File: src/design/dcf_pkg.sv
// Shared types, constants and helpers of the difference constraint feasibility core.
`default_nettype none

package dcf_pkg;

   localparam int VAR_BITS      = 6;
   localparam int NUM_VERTICES  = 1 << VAR_BITS;
   localparam int BOUND_BITS    = 16;
   localparam int DIST_BITS     = 24;
   localparam int SUM_BITS      = DIST_BITS + 1;
   localparam int MAX_EDGES_DEF = 256;

   typedef logic [VAR_BITS-1:0]          vert_type;
   typedef logic signed [BOUND_BITS-1:0] wt_type;
   typedef logic signed [DIST_BITS-1:0]  dist_type;
   typedef logic signed [SUM_BITS-1:0]   sum_type;

   localparam wt_type   BOUND_MAX = {1'b0, {(BOUND_BITS-1){1'b1}}};
   localparam wt_type   BOUND_MIN = {1'b1, {(BOUND_BITS-1){1'b0}}};
   localparam dist_type DIST_MAX  = {1'b0, {(DIST_BITS-1){1'b1}}};
   localparam dist_type DIST_MIN  = {1'b1, {(DIST_BITS-1){1'b0}}};
   localparam dist_type DIST_ZERO = '0;

   typedef struct packed {
      vert_type src;
      vert_type dst;
      wt_type   wt;
   } edge_type;

   typedef enum logic [2:0] {
      ST_LOAD,
      ST_CLEAR,
      ST_EDGE,
      ST_COPY,
      ST_DONE
   } state_type;

   // Port controls of the two distance memories.
   typedef struct packed {
      vert_type cur_rd_addr;
      vert_type nxt_rd_addr;
      logic     cur_we;
      vert_type cur_wr_addr;
      dist_type cur_wr_data;
      logic     nxt_we;
      vert_type nxt_wr_addr;
      dist_type nxt_wr_data;
   } dist_ctl_type;

   // Last write to the next-distance memory, for read-after-write bypass.
   typedef struct packed {
      logic     valid;
      vert_type dst;
      dist_type data;
   } fwd_type;

   function automatic dist_type sat_dist(input sum_type s);
      dist_type r;
      if (s[SUM_BITS-1] != s[SUM_BITS-2]) begin
         r = s[SUM_BITS-1] ? DIST_MIN : DIST_MAX;
      end else begin
         r = s[DIST_BITS-1:0];
      end
      return r;
   endfunction

endpackage

`default_nettype wire

File: src/design/dcf_dist_store.sv
// Current and next distance memories, each with one write and one registered read port.
`default_nettype none

module dcf_dist_store (
   input  wire logic                  clock,
   input  wire dcf_pkg::dist_ctl_type ctl,
   output dcf_pkg::dist_type          cur_q,
   output dcf_pkg::dist_type          nxt_q
);
   import dcf_pkg::*;

   dist_type cur_mem_ff [NUM_VERTICES];
   dist_type nxt_mem_ff [NUM_VERTICES];
   dist_type cur_q_ff;
   dist_type nxt_q_ff;

   always_ff @(posedge clock) begin
      if (ctl.cur_we) begin
         cur_mem_ff[ctl.cur_wr_addr] <= ctl.cur_wr_data;
      end
      cur_q_ff <= cur_mem_ff[ctl.cur_rd_addr];
   end

   always_ff @(posedge clock) begin
      if (ctl.nxt_we) begin
         nxt_mem_ff[ctl.nxt_wr_addr] <= ctl.nxt_wr_data;
      end
      nxt_q_ff <= nxt_mem_ff[ctl.nxt_rd_addr];
   end

   assign cur_q = cur_q_ff;
   assign nxt_q = nxt_q_ff;

endmodule

`default_nettype wire

File: config.mk
export PLATFORM = sky130hd
export DESIGN_NAME = dcf_dist_store
export DESIGN_NICKNAME = d
export VERILOG_FILES = /design/src/design/dcf_pkg.sv /design/src/design/dcf_dist_store.sv
export SDC_FILE = /design/constraint.sdc
export NUM_CORES = 2
export LEC_CHECK = 0
export BUFFER_PORTS_ARGS = -buffer_cell sky130_fd_sc_hd__buf_2
export CORE_ASPECT_RATIO = 2
export CORE_MARGIN = 2
export CORE_UTILIZATION = 65
export CTS_BUF_LIST = sky130_fd_sc_hd__clkbuf_4
export CTS_CLUSTER_DIAMETER = 200
export DETAILED_ROUTE_END_ITERATION = 7
export GPL_TIMING_DRIVEN = 0
export PLACE_DENSITY_LB_ADDON = 0.2
export SETUP_SLACK_MARGIN = 0.02
export SKIP_LAST_GASP = 1
export SYNTH_ARGS = -nofsm -noshare
export SYNTH_HDL_FRONTEND = slang
export SYNTH_SLANG_ARGS = --single-unit
File: constraint.sdc
create_clock -name clock -period 5.17 [get_ports clock]
set_clock_uncertainty 0.2 [all_clocks]
set_input_delay 1.034 -clock clock [delete_from_list [all_inputs] [get_ports clock]]
set_output_delay 1.034 -clock clock [all_outputs]
set_load 0.01 [all_outputs]
==> flow_summary.ini <==
[drt]
post_drt_wl_per_cell_um = 34.7
routed-via-count = 61566
drt_first_pass_iters = 6
route.detailed.drc = 0
antenna_left = 0
via_per_inst = 6.65
routed_wl_um = 321000
drt_iter0_drc = 6722

[outcome]
failed_checks = max-capacitance violations, max-slew violations
status = finished with violations

[pwr]
internal_power_mw = 37.6
swShare_pct = 23.0
sequentialPowerShare_pct = 57.5
power_switching_mw = 11.2
combPwrFrac_pct = 6.1
clkPwrFrac_pct = 36.4
leakage_nw = 42.8
ir_worst_vdd_mv = 0.352
p_per_area_nw_per_um2 = 367

[timing]
finalSetupTns_ns = 0
relSlewSlack_pct = -27.4
whs_ns = 0.118
period_needed_ns = 4.53
drv_slew = 102
rsz0062_at_grt = false
clock.fmax_mhz = 221
finalHoldViolCount = 0
finalCritPeriodShare_pct = 87.6
setup_viol = 0
worst_pin_slew_ns = 1.91
setup_ws_ns = 0.639

[die]
die-area_um2 = 187000
die_w_um = 307
ios = 123
rows = 222
fp.coreArea_um2 = 183000
dieHeight_um = 610
start_util_pct = 65.3

[placed_design]
place.gp.congestion = 1.07
io_buffers = 108
preCtsSetupSlack_ns = -0.120
post-dp-hpwl_um = 212000
placedCellCount = 8048

[logic_synthesis]
synth_warnings = 0
avgSynthCellArea_um2 = 21.5
synth_top_flop_cell = edfxtp_1
synthArstFlopShare_pct = 0
ys_ff_latch = 3120
seq_area_frac_synth_pct = 78.1
synth_edf_count = 3072
netlist_area_um2 = 119000
syn_nets = 5621
ys_types = 44
syn_inst = 5546

[layout]
fin_nets = 6432
drive_gt1_share_pct = 31.7
fin_cells = 9264
area_delta_synth_final_pct = 11.3
utilization_pct = 72.7

[grt]
track_usage_pct = 34.5
grt_pass1_wl_um = 446000
antenna_found_initial = 27
grt_pass1_vias = 63785
grt-ovfl-total = 0
grt_max_degree = 65

[hold_path]
hp-class = input pin to flip-flop

[critical_path]
worstSetupStartpointType = input pin
required_ns = 6.14
crit_path_max_fanout = 10
critPathCaptureType = flip-flop
crit_arrival_ns = 5.51
critical_path_class = input pin to flip-flop

[cts]
cts_sinks = 3120
root_buffer = clkbuf_4
cts_inserted_buffers = 654
path_clk_slew_ns = 0.08
postCtsHoldBufs = 0
clockBufferDepth = 4
cts_setup_buffers = 0
clk-insertion-delay-late_ns = 1.27
cts_resized = 0
htreeDepth = 6
tritoncts = built

[job]
cap_viol_max_count = 3
[flip-flops by register name (all words and copies together) (netlist names)]
signal      cells
nxt_q          24
cur_mem_ff   1536
cur_q          24
nxt_mem_ff   1536
[area by class of cell]
| class | instances | area, um^2 |
|---|---|---|
| flip-flops and latches | 3120 | 93200 |
| multi-input cells | 2105 | 25400 |
| inverters | 2 | 7.51 |
| clock inverters | 237 | 1290 |
| well taps | 2352 | 2940 |
| fillers | 10769 | 50000 |
| plain buffers | 319 | 1700 |
| repair buffers | 155 | 1390 |
| clock buffers | 891 | 6690 |
| diodes | 83 | 208 |
[power groups by stage]
stage / combinational [mW] / sequential (mW) / clock [mW]
6_report: 2.97 / 28.1 / 17.8
5_1_grt: 3.04 / 28.1 / 19.0
4_1_cts: 2.90 / 28.1 / 17.9
3_5_place_dp: 2.89 / 28.6 / 0
3_3_place_gp: 2.77 / 28.6 / 0
2_1_floorplan: 1.41 / 28.6 / 0
[worst max-delay path: stages]
cell	delay, ns
buf_2	0.37
buf_2	0.59
buf_2	0.58
clkbuf_1	0.74
o21ai_0	0.29
a32oi_1	1.41
and3_1	0.39
[routing by layer]
layer  share of wire, %  vias up  global-route usage, %  wire length (um)
met5              0.021        -                      0                67
li1                   -    25360                      -                 -
met4                9.3       10                   27.2             29800
met2                 53     3727                   61.6            172000
met3                7.1     1037                   5.27             22800
met1                 30    31432                   36.1             96800
[synth_stat cells, types with 68 or more instances]
| library cell | n | area, um^2 |
|---|---|---|
| mux4_2 | 579 | 13000 |
| edfxtp_1 | 3072 | 92200 |
| buf_2 | 106 | 531 |
| clkbuf_1 | 116 | 435 |
| mux2_2 | 158 | 1780 |
| a22oi_1 | 86 | 646 |
| nand2_1 | 148 | 556 |
| a21oi_1 | 79 | 395 |
| o21ai_0 | 68 | 340 |
| mux2i_1 | 409 | 4090 |
| nor2_1 | 174 | 653 |
| a221oi_1 | 68 | 596 |
[cells by family after synthesis]
| group | share of synthesized area, % |
|---|---|
| AO/OA/AOI/OAI | 2.77 |
| multiplexers | 15.8 |
| flip-flops | 78.1 |
| AND/OR/NAND/NOR | 1.88 |
| buffers and inverters | 1.43 |
[final timing paths]
kind | start | to | slack, ns | cells past startpoint
hold reg to reg | nxt_mem_ff[63][12] | nxt_q[12] | 0.57 | 4
setup reg to reg | nxt_mem_ff[31][13] | nxt_q[13] | 2.03 | 5
hold / removal | ctl[1] | nxt_mem_ff[49][1] | 0.12 | 1
setup / recovery | ctl[70] | cur_q[3] | 0.64 | 7
[placed cells by master (no fill, tap or decap), types with 74 or more instances in the layout]
cell	count
a21oi_1	79
a22oi_1	86
buf_2	197
buf_4	74
clkbuf_1	116
clkbuf_4	891
clkinv_1	171
diode_2	83
edfxtp_1	3072
mux2_2	158
mux2i_1	409
mux4_2	579
nand2_1	148
nor2_4	116
[per-stage QoR]
| stage | area, um^2 | total power, mW |
|---|---|---|
| after global placement | 123000 | 31.4 |
| after detailed placement | 125000 | 31.5 |
| after global routing | 133000 | 50.1 |
| final | 133000 | 48.8 |
| after floorplan | 119000 | 30.0 |
| after CTS | 132000 | 48.9 |
Note: power is estimated with default switching activity, not from simulation.
