File: src/design/dcf_pkg.sv
// Shared types, constants and helpers of the difference constraint feasibility core.
`default_nettype none

package dcf_pkg;

   localparam int VAR_BITS      = 6;
   localparam int NUM_VERTICES  = 1 << VAR_BITS;
   localparam int BOUND_BITS    = 16;
   localparam int DIST_BITS     = 24;
   localparam int SUM_BITS      = DIST_BITS + 1;
   localparam int MAX_EDGES_DEF = 256;

   typedef logic [VAR_BITS-1:0]          vert_type;
   typedef logic signed [BOUND_BITS-1:0] wt_type;
   typedef logic signed [DIST_BITS-1:0]  dist_type;
   typedef logic signed [SUM_BITS-1:0]   sum_type;

   localparam wt_type   BOUND_MAX = {1'b0, {(BOUND_BITS-1){1'b1}}};
   localparam wt_type   BOUND_MIN = {1'b1, {(BOUND_BITS-1){1'b0}}};
   localparam dist_type DIST_MAX  = {1'b0, {(DIST_BITS-1){1'b1}}};
   localparam dist_type DIST_MIN  = {1'b1, {(DIST_BITS-1){1'b0}}};
   localparam dist_type DIST_ZERO = '0;

   typedef struct packed {
      vert_type src;
      vert_type dst;
      wt_type   wt;
   } edge_type;

   typedef enum logic [2:0] {
      ST_LOAD,
      ST_CLEAR,
      ST_EDGE,
      ST_COPY,
      ST_DONE
   } state_type;

   // Port controls of the two distance memories.
   typedef struct packed {
      vert_type cur_rd_addr;
      vert_type nxt_rd_addr;
      logic     cur_we;
      vert_type cur_wr_addr;
      dist_type cur_wr_data;
      logic     nxt_we;
      vert_type nxt_wr_addr;
      dist_type nxt_wr_data;
   } dist_ctl_type;

   // Last write to the next-distance memory, for read-after-write bypass.
   typedef struct packed {
      logic     valid;
      vert_type dst;
      dist_type data;
   } fwd_type;

   function automatic dist_type sat_dist(input sum_type s);
      dist_type r;
      if (s[SUM_BITS-1] != s[SUM_BITS-2]) begin
         r = s[SUM_BITS-1] ? DIST_MIN : DIST_MAX;
      end else begin
         r = s[DIST_BITS-1:0];
      end
      return r;
   endfunction

endpackage

`default_nettype wire

File: src/design/dcf_relax_alu.sv
// Edge relaxation: saturating candidate, bypass of the last write, minimum.
`default_nettype none

module dcf_relax_alu (
   input  wire dcf_pkg::dist_type cur_dist,
   input  wire dcf_pkg::dist_type nxt_dist,
   input  wire dcf_pkg::wt_type   wt,
   input  wire dcf_pkg::vert_type dst,
   input  wire dcf_pkg::fwd_type  fwd,
   output dcf_pkg::dist_type      new_dist
);
   import dcf_pkg::*;

   dist_type nxt_eff;
   sum_type  sum;
   dist_type cand;

   always_comb begin
      // take the previous edge's write when it hit the same vertex
      nxt_eff = (fwd.valid && (fwd.dst == dst)) ? fwd.data : nxt_dist;
      sum     = {cur_dist[DIST_BITS-1], cur_dist}
              + {{(SUM_BITS-BOUND_BITS){wt[BOUND_BITS-1]}}, wt};
      cand    = sat_dist(sum);
      new_dist = (cand < nxt_eff) ? cand : nxt_eff;
   end

endmodule

`default_nettype wire

File: config.mk
export PLATFORM = sky130hd
export DESIGN_NAME = dcf_relax_alu
export DESIGN_NICKNAME = d
export VERILOG_FILES = /design/src/design/dcf_pkg.sv /design/src/design/dcf_relax_alu.sv
export SDC_FILE = /design/constraint.sdc
export NUM_CORES = 1
export LEC_CHECK = 0
export BUFFER_PORTS_ARGS = -buffer_cell sky130_fd_sc_hd__buf_2
export CAP_MARGIN = 40
export CORE_MARGIN = 1.5
export CORE_UTILIZATION = 54
export DETAILED_ROUTE_END_ITERATION = 10
export PLACE_DENSITY = 0.91
export REMOVE_ABC_BUFFERS = 1
export SYNTH_ARGS = -nofsm -noshare
export SYNTH_HDL_FRONTEND = slang
export SYNTH_SLANG_ARGS = --single-unit
File: constraint.sdc
create_clock -name vclk -period 12.2
set_input_delay 1.22 -clock vclk [all_inputs]
set_output_delay 1.22 -clock vclk [all_outputs]
set_load 0.005 [all_outputs]
==> results of run 1 <==
==> cells by family (layout without fill, tap and decap cells) <==
group,after synthesis,count (layout),share of synthesized area
AO/OA/AOI/OAI,103,103,0.265
XOR/XNOR,25,25,0.0843
adder cells (fa/ha/maj),50,50,0.236
buffers and inverters,45,163,0.0657
multiplexers,51,51,0.190
AND/OR/NAND/NOR,81,81,0.159
==> through the flow <==
step | hold slack [ns] | total power [mW] | setup slack [ns]
floorplan | 2.65 | 0.258 | 3.94
global placement | 2.83 | 0.365 | 3.31
detailed placement | 2.83 | 0.391 | 3.43
CTS | 2.84 | 0.394 | 3.40
global route | 2.87 | 0.436 | 2.81
finish | 2.83 | 0.396 | 3.30
==> worst max-delay path, cell delays in order <==
cell and delay (ns):
buf_2 0.12, ha_1 0.31, a211oi_1 0.30, o21bai_1 0.18, o41ai_1 0.43, nand4_1 0.14
a31o_2 0.29, nand3_1 0.08, nand2_1 0.09, xor2_1 0.15, ha_1 0.85, inv_1 0.15
or2_2 0.50, and2_1 0.22, inv_1 0.06, ha_1 0.23, a21o_1 0.18, a21o_1 0.16
a221o_1 0.29, a221oi_1 0.25, o21a_1 0.16, nand3_1 0.19, xor2_4 0.47, buf_16 0.22
mux2i_1 0.26, buf_2 0.16
==> power groups by stage <==
stage	combinational, mW	clock, mW	sequential (mW)
final	0.396	0	0
after global routing	0.436	0	0
after CTS	0.394	0	0
after detailed placement	0.391	0	0
after global placement	0.365	0	0
after floorplan	0.258	0	0
==> synth_stat cells (2+ instances only) <==
cell | instances | share of area
nor3_1 | 6 | 0.011
inv_1 | 36 | 0.050
nor2_1 | 20 | 0.028
and4_1 | 3 | 0.0098
nand2b_1 | 3 | 0.0070
mux2i_1 | 51 | 0.19
xnor2_1 | 11 | 0.036
ha_1 | 49 | 0.23
nand2_1 | 15 | 0.021
a221oi_1 | 2 | 0.0065
o22ai_1 | 3 | 0.0070
nor2b_1 | 6 | 0.014
o41ai_1 | 2 | 0.0065
a21oi_1 | 19 | 0.035
nand3_1 | 6 | 0.011
a21o_1 | 10 | 0.028
nand4_1 | 8 | 0.019
or2_2 | 2 | 0.0047
xor2_1 | 13 | 0.042
and3_1 | 4 | 0.0093
o211ai_1 | 5 | 0.014
and2_1 | 5 | 0.012
a21boi_0 | 2 | 0.0056
a31o_2 | 2 | 0.0065
o31a_1 | 3 | 0.0098
buf_4 | 2 | 0.0056
a211oi_1 | 5 | 0.014
o21a_1 | 21 | 0.059
clkbuf_1 | 7 | 0.0098
a31oi_1 | 4 | 0.0093
o21bai_1 | 3 | 0.0084
o21ai_0 | 12 | 0.022
==> per-layer routing <==
layer | GRT usage | wire length [um] | vias up
li1 | - | - | 1562
met1 | 0.347 | 3290 | 1391
met2 | 0.503 | 3840 | 118
met3 | 0.0219 | 412 | 18
met4 | 0.0761 | 163 | 0
met5 | 0 | 0 | -
==> worst max path at each step <==
| stage | start | end | slack [ns] | depth (start not counted) |
|---|---|---|---|---|
| after floorplan | cur_dist[1] | new_dist[0] | 3.94 | 23 |
| after global placement | cur_dist[1] | new_dist[13] | 3.31 | 25 |
| after detailed placement | cur_dist[1] | new_dist[12] | 3.43 | 26 |
| after CTS | cur_dist[1] | new_dist[12] | 3.40 | 26 |
| after global routing | cur_dist[1] | new_dist[13] | 2.81 | 26 |
| final | cur_dist[1] | new_dist[13] | 3.30 | 26 |
==> area by class of cell <==
type | count | area (um^2)
Timing Repair Buffer | 127 | 661
Tap cell | 67 | 83.8
Multi-Input combinational cell | 310 | 2520
Fill cell | 395 | 1360
Inverter | 36 | 135
==> flow_summary.json, run 1 <==
{
  "report.final.setup_viol": 0,
  "avgSynthCellArea_um2": 7.56,
  "firstDrtPassIters": 5,
  "power.leakage_nw": 1.76,
  "grt_max_degree": 30,
  "ys_types": 47,
  "yosysWarnings": 0,
  "slew_viol_final": 0,
  "p_sw_mw": 0.205,
  "rows": 25,
  "pwr-share-comb": 1.000,
  "antenna_found_initial": 0,
  "max_freq_ghz": 0.112,
  "design.seq.count": 0,
  "io_buffers": 125,
  "grt_pass1_vias": 2944,
  "hp-class": "input port to output port",
  "io_pins": 125,
  "hold_viol": 0,
  "netlist_area_mm2": 0.00269,
  "finalNonFillerCells": 540,
  "pwr-share-clk": 0,
  "syn_to_final_growth_pct": 26.6,
  "fin_crit_sh": 0.729,
  "start_kind": "input port",
  "cp_max_fo": 29,
  "dpl_cell_area_mm2": 0.00340,
  "place_inst": 540,
  "synth_cells": 355,
  "drc_errors": 0,
  "power_frac_seq": 0,
  "ys_seq_area_frac": 0,
  "powerDensity_mw_per_mm2": 116,
  "slew_headroom": 0.434,
  "criticalPathCategory": "input port to output port",
  "clkbuf_count": 0,
  "track_usage": 0.277,
  "endpoint_kind": "output port",
  "ir_drop_mv": 0.125,
  "num_antenna_cells": 0,
  "wl_per_cell_um": 14.3,
  "setup-tns-final_ns": 0,
  "final.min_clock_period_ns": 8.90,
  "status": "complete, no violations",
  "gp_congestion": 0.883,
  "grt_setup_unrepaired": "false",
  "fin_nets": 626,
  "worst_pin_slew_ns": 0.849,
  "drtAntennaViolNets": 0,
  "overflow": 0,
  "drt_wl_total_um": 7710,
  "hold_path_end": "new_dist[0]",
  "fin_util": 0.715,
  "die_w_um": 73.5,
  "final_area_mm2": 0.00340,
  "grt_pass1_wl_um": 12300,
  "required_ns": 10.98,
  "initial_core_util": 0.565,
  "maxCapViolations": 0,
  "cts_resized": 0,
  "drt-initial-drc-count": 132,
  "routed_via_density": 5.72,
  "postCtsHoldBufs": 0,
  "layout_common_cells": "buf_2, mux2i_1, ha_1, inv_1, o21a_1",
  "p_int_mw": 0.190,
  "die_h_um": 73.5,
  "swShare": 0.519,
  "place_hpwl_um": 6650,
  "core_region_area_mm2": 0.00475,
  "regArea_um2": 0,
  "final_layout_size_suffix_gt1_frac": 0.285,
  "postCtsSetupBuffers": 0,
  "cp.arrival_ns": 7.68,
  "num_vias": 3089,
  "die-area_mm2": 0.00540,
  "final_common_cell": "buf_2",
  "hold_depth": 4,
  "min_from": "nxt_dist[0]"
}
No activity file was read; power rests on OpenSTA's default activity.
==> inputs of run 2 (changes only) <==
Settings changed: CORE_UTILIZATION 54 to 50, PLACE_DENSITY 0.91 to 0.85.
Clock period 12.2 ns to 8.9 ns, I/O delays scaled along.
==> flow_summary.json, run 2 (synthesis results as in run 1) <==
{
  "num_antenna_cells": 0,
  "max_freq_ghz": 0.127,
  "hold_depth": 4,
  "fillers": 466,
  "setup-tns-final_ns": 0,
  "regArea_um2": 0,
  "drc_errors": 0,
  "drt-initial-drc-count": 113,
  "cts_resized": 0,
  "postCtsSetupBuffers": 0,
  "report.final.setup_viol": 0,
  "die_w_um": 76.3,
  "die-area_mm2": 0.00582,
  "antenna_found_initial": 0,
  "gp_congestion": 0.893,
  "endpoint_kind": "output port",
  "place_hpwl_um": 6470,
  "rows": 26,
  "firstDrtPassIters": 4,
  "ir_drop_mv": 0.115,
  "die_h_um": 76.3,
  "grt_pass1_wl_um": 12000,
  "core_region_area_mm2": 0.00514,
  "wl_per_cell_um": 13.6,
  "power.leakage_nw": 1.76,
  "maxCapViolations": 0,
  "num_vias": 3054,
  "hold_path_end": "new_dist[14]",
  "routed_via_density": 5.59,
  "whs_ns": 2.17,
  "powerDensity_mw_per_mm2": 157,
  "status": "complete, no violations",
  "overflow": 0,
  "fin_nets": 629,
  "io_pins": 125,
  "slew_viol_final": 0,
  "required_ns": 8.01,
  "cp.arrival_ns": 6.98,
  "grt_max_degree": 29,
  "drtAntennaViolNets": 0,
  "final.min_clock_period_ns": 7.87,
  "min_from": "nxt_dist[14]",
  "hold_viol": 0,
  "cp_max_fo": 28,
  "clkbuf_count": 0,
  "final_layout_size_suffix_gt1_frac": 0.290,
  "io_buffers": 125,
  "slew_headroom": 0.537,
  "start_kind": "input port",
  "grt_setup_unrepaired": "false",
  "design.seq.count": 0,
  "grt_pass1_vias": 2871,
  "hp-class": "input port to output port",
  "layout_common_cells": "buf_2, mux2i_1, ha_1, inv_1, o21a_1",
  "worst_pin_slew_ns": 0.685,
  "syn_to_final_growth_pct": 26.6,
  "postCtsHoldBufs": 0,
  "drt_wl_total_um": 7420,
  "track_usage": 0.238,
  "fin_crit_sh": 0.884,
  "final_common_cell": "buf_2",
  "criticalPathCategory": "input port to output port",
  "initial_core_util": 0.522
}
-- run 2: layer usage --
metal / track usage / vias up / part of all wire
met1: 0.290 / 1376 / 0.43
met5: 0 / - / 0
met3: 0.0144 / 6 / 0.059
li1: - / 1564 / -
met2: 0.463 / 108 / 0.50
met4: 0.0333 / 0 / 0.0077
-- run 2: metrics by stage --
| step | instance area [um^2] | instances | utilization | power [mW] | worst slack, ns |
|---|---|---|---|---|---|
| 2_1_floorplan | 2640 | 346 | - | 0.354 | 1.30 |
| 3_3_place_gp | 3390 | 545 | 0.659 | 0.508 | 1.14 |
| 3_5_place_dp | 3400 | 546 | 0.661 | 0.529 | 1.20 |
| 4_1_cts | 3400 | 546 | 0.661 | 0.531 | 1.14 |
| 5_1_grt | 3400 | 546 | 0.661 | 0.585 | 0.613 |
| 6_report | 3400 | 546 | 0.661 | 0.534 | 1.03 |
-- run 2: power breakdown --
group	internal, mW	switching (mW)
registers	0	0
logic	0.256	0.278
clock network	0	0
total	0.256	0.278
-- run 2: worst max-delay path: stages --
cell and delay [ns]:
buf_2 0.11, ha_1 0.30, a211oi_1 0.33, o21bai_1 0.20, o41ai_1 0.60, nand4_1 0.18
a31o_2 0.30, nand3_1 0.08, nand2_1 0.09, xor2_1 0.16, ha_1 0.30, buf_4 0.28
nor2b_1 0.11, and2_1 0.16, mux2i_1 0.12, and3_1 0.18, inv_1 0.05, ha_1 0.27
and4_1 0.17, a221o_1 0.35, a221oi_1 0.24, o21a_1 0.16, nand3_1 0.14, xor2_2 0.41
buf_6 0.23, buf_4 0.21, mux2i_1 0.20, buf_2 0.13
-- run 2: how the worst max path moves through the flow --
| stage | end | cells past startpoint | start | slack (ns) |
|---|---|---|---|---|
| floorplan | new_dist[0] | 23 | cur_dist[1] | 1.30 |
| global placement | new_dist[5] | 27 | cur_dist[1] | 1.14 |
| detailed placement | new_dist[0] | 29 | cur_dist[1] | 1.20 |
| CTS | new_dist[0] | 28 | cur_dist[1] | 1.14 |
| global route | new_dist[0] | 26 | cur_dist[1] | 0.61 |
| finish | new_dist[0] | 28 | cur_dist[1] | 1.03 |
-- run 2: area by class of cell --
type / count / area, um^2 / share of cell area
multi-input cells: 310 / 2510 / 0.738
repair buffers: 130 / 667 / 0.196
inverters: 36 / 135 / 0.0398
well taps: 70 / 87.6 / 0.0258
==> inputs of run 3 (changes only) <==
Settings changed: BUFFER_PORTS_ARGS -buffer_cell sky130_fd_sc_hd__buf_2 to not set, CORE_UTILIZATION 50 to 55, DONT_BUFFER_PORTS set to 1, PLACE_DENSITY 0.85 to 0.7.
==> flow_summary.json, run 3 (synthesis results as in run 1) <==
{
  "final_common_cell": "mux2i_1",
  "design.seq.count": 0,
  "overflow": 0,
  "cp.arrival_ns": 6.65,
  "core_region_area_mm2": 0.00472,
  "drc_errors": 0,
  "die_w_um": 72.9,
  "powerDensity_mw_per_mm2": 160,
  "layout_common_cells": "mux2i_1, ha_1, inv_1, o21a_1, nor2_1",
  "status": "complete, no violations",
  "syn_to_final_growth_pct": 2.84,
  "drt-initial-drc-count": 153,
  "worst_pin_slew_ns": 0.680,
  "initial_core_util": 0.568,
  "max_freq_ghz": 0.133,
  "postCtsSetupBuffers": 0,
  "cp_slowest_cell": "xor2_4",
  "grt_setup_unrepaired": "false",
  "wl_per_cell_um": 15.8,
  "grt_max_degree": 29,
  "cp_common_cell": "ha_1",
  "postCtsHoldBufs": 0,
  "routed_via_density": 6.01,
  "hold_depth": 2,
  "met3_usage": 0.0221,
  "place_hpwl_um": 5730,
  "criticalPathCategory": "input port to output port",
  "hp-class": "input port to output port",
  "maxCapViolations": 0,
  "pre_cts_slack_ns": 1.42,
  "gp_congestion": 0.854,
  "drt_wl_total_um": 6580,
  "endpoint_kind": "output port",
  "drtAntennaViolNets": 0,
  "required_ns": 8.01,
  "fin_crit_sh": 0.847,
  "cpPeakStageDelay_ns": 0.49,
  "final.min_clock_period_ns": 7.54,
  "report.final.setup_viol": 0,
  "track_usage": 0.242,
  "met2_usage": 0.428,
  "start_kind": "input port",
  "fin_nets": 502,
  "io_buffers": 0,
  "design_power_total_mw": 0.441,
  "path_cells": "ha_1 -> a211oi_1 -> o21bai_1 -> o41ai_1 -> nand4_1 -> a31o_2 -> nand3_1 -> nand2_1 -> xor2_1 -> ha_1 -> inv_1 -> or2_2 -> a21boi_0 -> inv_1 -> ha_1 -> and4_1 -> a221o_1 -> a221oi_1 -> o21a_1 -> nand3_1 -> xor2_4 -> buf_4 -> mux2i_1",
  "hold_viol": 0,
  "num_antenna_cells": 0,
  "busiest_layer": "met2",
  "slew_headroom": 0.541,
  "setup_slack_ns": 1.36,
  "setup-tns-final_ns": 0,
  "fillers": 462,
  "grt_pass1_vias": 2324,
  "firstDrtPassIters": 4,
  "antenna_found_initial": 0,
  "die-area_mm2": 0.00531,
  "grt_pass1_wl_um": 10500,
  "ir_drop_mv": 0.109,
  "power.leakage_nw": 1.26,
  "cts_resized": 0,
  "cp_max_fo": 22,
  "rows": 25,
  "io_pins": 125,
  "regArea_um2": 0,
  "fin_util": 0.585,
  "use_met1": 0.332,
  "clkbuf_count": 0,
  "die_h_um": 72.9,
  "slew_viol_final": 0,
  "final_layout_size_suffix_gt1_frac": 0.0315,
  "num_vias": 2502
}
## run 3: cell types whose count changed in the layout (fill, tap and decap cells not counted), sizes merged
cell	before	now
buf	130	3
## run 3: final timing paths
kind,slack (ns),to,startpoint
setup / recovery,1.36,new_dist[11],cur_dist[1]
hold / removal,2.01,new_dist[7],nxt_dist[7]
## run 3: critical path, delay by kind of cell
kind / cells / cell delay, ns
compound gates: 8 / 2.35
simple gates: 6 / 1.10
fa+ha+maj: 3 / 0.89
xor+xnor: 2 / 0.65
buf+inv: 3 / 0.49
mux: 1 / 0.28
## run 3: where the power goes
group          leakage, nW  total (mW)  switching, mW  internal (mW)
combinational         1.26       0.441          0.249          0.191
clock                    0           0              0              0
sequential               0           0              0              0
## run 3: layout make-up
cell class	instances	area [um^2]	share of cell area
multi-input cells	310	2520	0.913
inverters	36	135	0.0489
repair buffers	3	22.5	0.00816
well taps	67	83.8	0.0304
## run 3: layer usage
metal	wire length [um]	vias up
met5	0	-
met4	21	0
met3	446	2
met2	3050	90
met1	3060	1102
li1	-	1308
## run 3: through the flow
step | instances | hold slack [ns] | area, um^2
finish | 416 | 2.01 | 2760
global route | 416 | 2.04 | 2760
CTS | 416 | 2.01 | 2760
detailed placement | 416 | 2.01 | 2760
global placement | 416 | 2.01 | 2760
floorplan | 346 | 1.99 | 2640
